### src/hw/rtl/aip_pkg.sv
// shared constants and character-class helpers for the ascii integer parser
`timescale 1ns / 1ps

package aip_pkg;

    // widths of the payload fields
    localparam int unsigned CHAR_W = 8;
    localparam int unsigned NUM_W  = 32;
    localparam int unsigned NIB_W  = 4;

    // character codes
    localparam logic [CHAR_W-1:0] CH_NUL   = 8'h00;
    localparam logic [CHAR_W-1:0] CH_TAB   = 8'h09;
    localparam logic [CHAR_W-1:0] CH_CR    = 8'h0d;
    localparam logic [CHAR_W-1:0] CH_SPACE = 8'h20;
    localparam logic [CHAR_W-1:0] CH_PLUS  = 8'h2b;
    localparam logic [CHAR_W-1:0] CH_MINUS = 8'h2d;
    localparam logic [CHAR_W-1:0] CH_ZERO  = 8'h30;
    localparam logic [CHAR_W-1:0] CH_NINE  = 8'h39;
    localparam logic [CHAR_W-1:0] CH_UP_A  = 8'h41;
    localparam logic [CHAR_W-1:0] CH_UP_F  = 8'h46;
    localparam logic [CHAR_W-1:0] CH_LO_A  = 8'h61;
    localparam logic [CHAR_W-1:0] CH_LO_F  = 8'h66;
    localparam logic [CHAR_W-1:0] CH_LO_X  = 8'h78;

    // reset value of the signed_mode register
    localparam logic SIGNED_MODE_RST = 1'b1;

    // hex digit value plus a flag that says it is a hex digit
    typedef struct packed {
        logic             ok;
        logic [NIB_W-1:0] val;
    } t_hex_dig;

    function automatic logic is_ws(input logic [CHAR_W-1:0] c);
        return (c == CH_SPACE) || ((c >= CH_TAB) && (c <= CH_CR));
    endfunction

    function automatic logic is_dec(input logic [CHAR_W-1:0] c);
        return (c >= CH_ZERO) && (c <= CH_NINE);
    endfunction

    function automatic t_hex_dig hex_digit(input logic [CHAR_W-1:0] c);
        t_hex_dig   d;
        logic [CHAR_W-1:0] diff;
        d    = '0;
        diff = '0;
        if (is_dec(c)) begin
            diff  = c - CH_ZERO;
            d.ok  = 1'b1;
            d.val = diff[NIB_W-1:0];
        end else if ((c >= CH_LO_A) && (c <= CH_LO_F)) begin
            diff  = c - CH_LO_A + 8'd10;
            d.ok  = 1'b1;
            d.val = diff[NIB_W-1:0];
        end else if ((c >= CH_UP_A) && (c <= CH_UP_F)) begin
            diff  = c - CH_UP_A + 8'd10;
            d.ok  = 1'b1;
            d.val = diff[NIB_W-1:0];
        end
        return d;
    endfunction

endpackage

### src/hw/rtl/ascii_integer_parser.sv
// A terminator byte is captured in the input register, and its result is then
// registered in the result register, from which it can be taken.
// Throughput: one text byte per cycle unless the input stalls; the parse state
// updates through a shift-and-add multiply by ten or a shift for sixteen.
// Input stalls only while a held terminator meets a result waiting on a stalled output.
// Reset (synchronous, active low) clears both stages, the parse state and
// sets signed_mode to one.
`timescale 1ns / 1ps

module ascii_integer_parser (
    input  logic                        i_clk,
    input  logic                        i_rst_n,
    // configuration
    input  logic                        i_cfg_wr_en,
    input  logic                        i_cfg_wr_data,
    // text input
    input  logic                        i_valid,
    output logic                        o_stall,
    input  logic [aip_pkg::CHAR_W-1:0]  i_text_byte,
    // result output
    output logic                        o_valid,
    input  logic                        i_stall,
    output logic [aip_pkg::NUM_W-1:0]   o_number,
    output logic                        o_parse_error
);

    typedef enum logic [2:0] {
        PH_LEAD,
        PH_AFTER_SIGN,
        PH_ZERO,
        PH_DEC,
        PH_HEX,
        PH_TRAIL,
        PH_ERROR
    } t_phase;

    logic                        r_signed_mode;
    logic                        r_in_valid;
    logic [aip_pkg::CHAR_W-1:0]  r_in_byte;
    t_phase                      r_phase, n_phase;
    logic [aip_pkg::NUM_W-1:0]   r_acc, n_acc;
    logic                        r_neg, n_neg;
    logic                        r_out_valid;
    logic [aip_pkg::NUM_W-1:0]   r_out_number;
    logic                        r_out_error;

    logic                        is_term;
    logic                        adv;
    logic [aip_pkg::CHAR_W-1:0]  dec_diff;
    logic [aip_pkg::NIB_W-1:0]   dec_val;
    aip_pkg::t_hex_dig           hex_d;
    logic [aip_pkg::NUM_W-1:0]   acc_x10;
    logic [aip_pkg::NUM_W-1:0]   acc_x16;
    logic                        res_ok;
    logic [aip_pkg::NUM_W-1:0]   res_val;

    // stage control: the held byte moves on unless it is a terminator blocked at the output
    assign is_term = (r_in_byte == aip_pkg::CH_NUL);
    assign adv     = r_in_valid && (!is_term || !r_out_valid || !i_stall);
    assign o_stall = r_in_valid && !adv;

    // digit decode and scaled accumulator
    assign dec_diff = r_in_byte - aip_pkg::CH_ZERO;
    assign dec_val  = dec_diff[aip_pkg::NIB_W-1:0];
    assign hex_d    = aip_pkg::hex_digit(r_in_byte);
    assign acc_x10  = (r_acc << 3) + (r_acc << 1)
                    + {{(aip_pkg::NUM_W-aip_pkg::NIB_W){1'b0}}, dec_val};
    assign acc_x16  = {r_acc[aip_pkg::NUM_W-aip_pkg::NIB_W-1:0], hex_d.val};

    // result of a terminator
    assign res_ok  = (r_phase == PH_ZERO) || (r_phase == PH_DEC)
                  || (r_phase == PH_HEX)  || (r_phase == PH_TRAIL);
    assign res_val = r_neg ? ('0 - r_acc) : r_acc;

    // next parse state for the held byte
    always_comb begin
        n_phase = r_phase;
        n_acc   = r_acc;
        n_neg   = r_neg;
        if (is_term) begin
            n_phase = PH_LEAD;
            n_acc   = '0;
            n_neg   = 1'b0;
        end else begin
            unique case (r_phase)
                PH_LEAD, PH_AFTER_SIGN: begin
                    if (aip_pkg::is_ws(r_in_byte)) begin
                        n_phase = r_phase;
                    end else if ((r_phase == PH_LEAD) && r_signed_mode
                                 && ((r_in_byte == aip_pkg::CH_MINUS)
                                     || (r_in_byte == aip_pkg::CH_PLUS))) begin
                        n_neg   = (r_in_byte == aip_pkg::CH_MINUS);
                        n_phase = PH_AFTER_SIGN;
                    end else if (r_in_byte == aip_pkg::CH_ZERO) begin
                        n_acc   = '0;
                        n_phase = PH_ZERO;
                    end else if (aip_pkg::is_dec(r_in_byte)) begin
                        n_acc   = {{(aip_pkg::NUM_W-aip_pkg::NIB_W){1'b0}}, dec_val};
                        n_phase = PH_DEC;
                    end else begin
                        n_phase = PH_ERROR;
                    end
                end
                PH_ZERO: begin
                    if (r_in_byte == aip_pkg::CH_LO_X) begin
                        n_acc   = '0;
                        n_phase = PH_HEX;
                    end else if (aip_pkg::is_dec(r_in_byte)) begin
                        n_acc   = acc_x10;
                        n_phase = PH_DEC;
                    end else if (aip_pkg::is_ws(r_in_byte)) begin
                        n_phase = PH_TRAIL;
                    end else begin
                        n_phase = PH_ERROR;
                    end
                end
                PH_DEC: begin
                    if (aip_pkg::is_dec(r_in_byte)) begin
                        n_acc = acc_x10;
                    end else if (aip_pkg::is_ws(r_in_byte)) begin
                        n_phase = PH_TRAIL;
                    end else begin
                        n_phase = PH_ERROR;
                    end
                end
                PH_HEX: begin
                    if (hex_d.ok) begin
                        n_acc = acc_x16;
                    end else if (aip_pkg::is_ws(r_in_byte)) begin
                        n_phase = PH_TRAIL;
                    end else begin
                        n_phase = PH_ERROR;
                    end
                end
                PH_TRAIL: begin
                    if (!aip_pkg::is_ws(r_in_byte)) begin
                        n_phase = PH_ERROR;
                    end
                end
                default: begin
                    n_phase = PH_ERROR;
                end
            endcase
        end
    end

    // configuration register
    always_ff @(posedge i_clk) begin
        if (!i_rst_n) begin
            r_signed_mode <= aip_pkg::SIGNED_MODE_RST;
        end else if (i_cfg_wr_en) begin
            r_signed_mode <= i_cfg_wr_data;
        end
    end

    // input register
    always_ff @(posedge i_clk) begin
        if (!i_rst_n) begin
            r_in_valid <= 1'b0;
        end else if (!o_stall) begin
            r_in_valid <= i_valid;
        end
    end

    always_ff @(posedge i_clk) begin
        if (i_valid && !o_stall) begin
            r_in_byte <= i_text_byte;
        end
    end

    // parse state
    always_ff @(posedge i_clk) begin
        if (!i_rst_n) begin
            r_phase <= PH_LEAD;
            r_acc   <= '0;
            r_neg   <= 1'b0;
        end else if (adv) begin
            r_phase <= n_phase;
            r_acc   <= n_acc;
            r_neg   <= n_neg;
        end
    end

    // result register
    always_ff @(posedge i_clk) begin
        if (!i_rst_n) begin
            r_out_valid <= 1'b0;
        end else if (adv && is_term) begin
            r_out_valid <= 1'b1;
        end else if (!i_stall) begin
            r_out_valid <= 1'b0;
        end
    end

    always_ff @(posedge i_clk) begin
        if (adv && is_term) begin
            r_out_number <= res_ok ? res_val : '0;
            r_out_error  <= !res_ok;
        end
    end

    assign o_valid       = r_out_valid;
    assign o_number      = r_out_number;
    assign o_parse_error = r_out_error;

endmodule

### config.mk
export PLATFORM = sky130hd
export DESIGN_NAME = ascii_integer_parser
export DESIGN_NICKNAME = d
export VERILOG_FILES = /design/src/hw/rtl/aip_pkg.sv /design/src/hw/rtl/ascii_integer_parser.sv
export SDC_FILE = /design/constraint.sdc
export NUM_CORES = 1
export LEC_CHECK = 0
export ABC_AREA = 1
export ABC_CLOCK_PERIOD_IN_PS = 4600
export BUFFER_PORTS_ARGS = -buffer_cell sky130_fd_sc_hd__buf_2
export CORE_ASPECT_RATIO = 1.1
export CORE_MARGIN = 2
export CORE_UTILIZATION = 36
export CTS_BUF_LIST = sky130_fd_sc_hd__clkbuf_4
export DETAILED_ROUTE_END_ITERATION = 8
export GPL_ROUTABILITY_DRIVEN = 0
export PLACE_DENSITY_LB_ADDON = 0.08
export SLEW_MARGIN = 10
export SYNTH_ARGS = -nofsm -noshare
export SYNTH_HDL_FRONTEND = slang
export SYNTH_SLANG_ARGS = --single-unit
### constraint.sdc
create_clock -name i_clk -period 4.6 [get_ports i_clk]
set_input_delay 0.92 -clock i_clk [delete_from_list [all_inputs] [get_ports i_clk]]
set_output_delay 0.92 -clock i_clk [all_outputs]
set_load 0.02 [all_outputs]
==> results by group <==
Timing
  – Measured slew at the worst slew-check pin: between 1 and 1.5 ns
  – Unrepaired setup endpoints after global routing: no
  – Setup violators final: 0
  – Worst setup margin: 1.44 ns
  – Final period utilization: 0.686
  – Worst Skew: around 0.019 ns
  – Worst rel slew slack: 0.316
  – Sum Neg Setup Slack: 0 ns
  – Peak Freq: 0.317 GHz
  – Min Clock Period, post-route: 3.16 ns
  – Fin Hold WS: around 0.47 ns
  – Max Slew Vio Count: 0
  – Final Hold Fails: 0

Place
  – DP HPWL: roughly 18000 um
  – Post-Place Setup Slack: between 1 and 1.5 ns
  – IO Port Bufs: 48

Power and ir drop
  – Net Sw Power: between 0.0005 and 0.0006 W
  – Sw frac: 0.346
  – Sequential Power Share: 0.527
  – Design Power: 0.00148 W
  – Maximum vdd drop: ~0.11 mV
  – Clock share of power: 0.252
  – Lkg Pwr: around 4.2 nW
  – Int Pwr: 0.000968 W
  – PwrDens: around 190 nW/um^2
  – Comb power frac: 0.221

Floorplanning
  – Die height: ~150 um
  – Initial Util: 0.364
  – Area of the die: 21700 um^2
  – Io pins: 49
  – Die X: ~140 um
  – Core area: 20400 um^2
  – Placement Rows: between 50 and 60

Setup path
  – Worst reg2reg path endpoint: r_acc[8]$_SDFFE_PN0P_
  – R2R Path Start: r_acc[0]$_SDFFE_PN0P_
  – CP max FO: 5
  – Reg2Reg Setup Slack: between 1 and 1.5 ns
  – Worst Reg-to-Reg Cells: 13
  – Critical path arrival: roughly 3.5 ns
  – Critical Path End Type: register
  – Crit start category: register
  – Kind of critical path: register to register
  – Worst path required time: ~5.0 ns

Min path
  – Hold Path Cell Cnt: 2
  – Worst hold start: r_signed_mode$_SDFFE_PN1P_
  – WHS Endpoint: r_signed_mode$_SDFFE_PN1P_
  – Worst hold-check path type: register to register

Clocking
  – Clk_lat worst skew: 0.46 ns
  – Htree depth: 3
  – CTS tree: built
  – # clock sinks: 80
  – CTS max path bufs: 2
  – Reg clk slew, reported paths: about 0.13 ns
  – Post-CTS Setup Bufs: 0
  – Root Buffer: clkbuf_4
  – CTS resizes: 0
  – CTS Buf Count: 9
  – Cts hold-fix bufs: 0

GRT
  – Global route total overflow: 0
  – First-pass GRT wire length: 37500 um
  – GRT Total Usage: 0.217
  – Vias in the first global route: 7355
  – Largest net degree at the start of global routing: 40
  – Initial antenna violation count: 0

Final layout
  – Nets@finish: around 1300
  – Ratio of cells with drive above 1 in the final layout: 0.0733
  – Util after Layout: 0.390
  – P&R area growth vs syn: 7.38%
  – Antenna diode count: 0
  – Fillers: around 2300

Outcome
  – Status: complete, no violations

Synth
  – Post-Syn Instances: ~1200
  – Post-Synth Adder-Cell Area: 0.114
  – Simple-gate share of the synthesized area: 0.334
  – Average size of a mapped cell: about 6.3 um^2
  – Synthesized flop and latch total: 80
  – Top FF cell, synth: edfxtp_1
  – Number of enable flip-flop cells after synthesis: 41
  – YS warnings: 0
  – Sequential share of the synthesized area: 0.272
  – Post-Synth XOR/XNOR Area: 0.0106
  – Area of the mapped netlist: approximately 7400 um^2
  – Area fraction in compound gates after synthesis: 0.152
  – Mux share of post-synthesis cell area: 0
  – Ys async rst share: 0
  – Distinct cell type count after synthesis: between 40 and 50
  – Largest family of logic cells by synthesized area: simple AND/OR/NAND/NOR gates
  – Syn_nets: about 1300

Drt
  – Routed len/inst: ~15 um
  – Final ANT Viol Nets: 0
  – Via count: approximately 7500
  – DRT Wirelength: about 23000 um
  – DRC: 0
  – DRT Pass-1 Iters: 6
  – Vias/cell: roughly 5.1
  – Initial DRC count: 460

Run
  – MaxCap Viol Count: 0
-- area by class of cell --
cell class,instances,area (um^2),share of cell area
clock inverter,6,36.3,0.00456
tap,256,320,0.0403
inverter,193,724,0.0911
clock buffer,10,75.1,0.00944
multi-input combinational,874,4510,0.568
timing repair buffer,52,270,0.0340
sequential,80,2010,0.253
-- registers in the layout, indices dropped and copies added (netlist names) --
signal and flops:
o_number 32, o_parse_error 1, o_valid 1, r_acc 32, r_in_byte 8, r_in_valid 1, r_neg 1, r_phase 3
r_signed_mode 1
-- Yosys cell counts, types with 2 or more instances --
cell      number  area share
buf_6          3      0.0046
inv_2          3      0.0015
a21oi_1       97       0.066
dfxtp_1       39        0.11
nor3_1        11      0.0074
a31oi_2        2      0.0034
buf_2          7      0.0047
nor3_2         3      0.0041
edfxtp_1      41        0.17
nor4_1         2      0.0017
xor2_1         6      0.0071
xnor2_1        3      0.0035
o22ai_1        7      0.0059
fa_1           2      0.0054
buf_4          3      0.0030
o21ai_2        2      0.0024
o31ai_1        3      0.0030
clkbuf_1      17      0.0086
nand4_1       13       0.011
inv_1        189       0.096
and2_1         3      0.0025
nand3b_1       3      0.0030
a21o_1         2      0.0020
nand3_1       87       0.059
nor2_1        83       0.042
o211ai_1       5      0.0051
ha_1          64        0.11
nand2_2        4      0.0034
nand2_1      376        0.19
o21ai_0       80       0.054
o21bai_1       3      0.0030
-- power by group through the flow --
| stage | clock [W] | combinational (W) | sequential [W] |
|---|---|---|---|
| floorplan | 0 | 0.000248 | 0.000788 |
| global placement | 0 | 0.000327 | 0.000797 |
| detailed placement | 0 | 0.000327 | 0.000797 |
| CTS | 0.000390 | 0.000328 | 0.000781 |
| global route | 0.000419 | 0.000374 | 0.000784 |
| finish | 0.000373 | 0.000327 | 0.000781 |
-- cell usage in the layout (no fill, tap or decap), types with 2 or more instances in the layout --
cell type	n
a21o_1	2
a21oi_1	97
a31oi_2	2
and2_1	3
buf_2	48
buf_4	4
clkbuf_4	10
clkinv_2	4
dfxtp_1	39
edfxtp_1	41
fa_1	2
ha_1	64
inv_1	189
inv_2	3
nand2_1	376
nand2_2	4
nand3_1	87
nand3b_1	3
nand4_1	13
nor2_1	83
nor3_1	11
nor3_2	3
nor4_1	2
o211ai_1	5
o21ai_0	80
o21ai_2	2
o21bai_1	3
o22ai_1	7
o31ai_1	3
xnor2_1	3
xor2_1	6
-- kinds of logic after synthesis --
| logic type | count (synthesis) |
|---|---|
| simple gates | 591 |
| fa+ha+maj | 66 |
| xor+xnor | 9 |
| flops | 80 |
| compound gates | 208 |
| buf+inv | 223 |
-- routing by layer --
| metal | wire length, um | global-route usage |
|---|---|---|
| met1 | 9560 | 0.254 |
| met5 | 0 | 0 |
| met4 | 794 | 0.0819 |
| met2 | 11700 | 0.401 |
| met3 | 712 | 0.0282 |
-- metrics by stage --
step           instances  area [um^2]
2_1_floorplan       1177         7410
3_3_place_gp        1455         7840
3_5_place_dp        1455         7840
4_1_cts             1471         7950
5_1_grt             1471         7950
6_report            1471         7950
-- how the worst max path moves through the flow --
stage,end,slack [ns],from
after detailed placement,r_acc[17]$_SDFFE_PN0P_,1.47,r_in_byte[0]$_DFFE_PP_
after CTS,o_stall,1.42,r_in_byte[0]$_DFFE_PP_
after floorplan,r_acc[30]$_SDFFE_PN0P_,2.07,r_acc[0]$_SDFFE_PN0P_
final,r_acc[8]$_SDFFE_PN0P_,1.44,r_acc[0]$_SDFFE_PN0P_
after global routing,r_acc[17]$_SDFFE_PN0P_,1.14,r_in_byte[0]$_DFFE_PP_
after global placement,r_acc[17]$_SDFFE_PN0P_,1.47,r_in_byte[0]$_DFFE_PP_
-- critical path, cell delays in order, from the launching register on --
cell	delay (ns)
dfxtp_1	0.49
inv_1	0.20
fa_1	0.56
inv_1	0.07
fa_1	0.51
nand3_1	0.12
nand3_1	0.15
nand2_1	0.10
nand2_1	0.09
o21ai_0	0.31
o21ai_0	0.16
o22ai_1	0.13
nand2_1	0.07
a21oi_1	0.13
No activity file was read; power rests on OpenSTA's default activity.
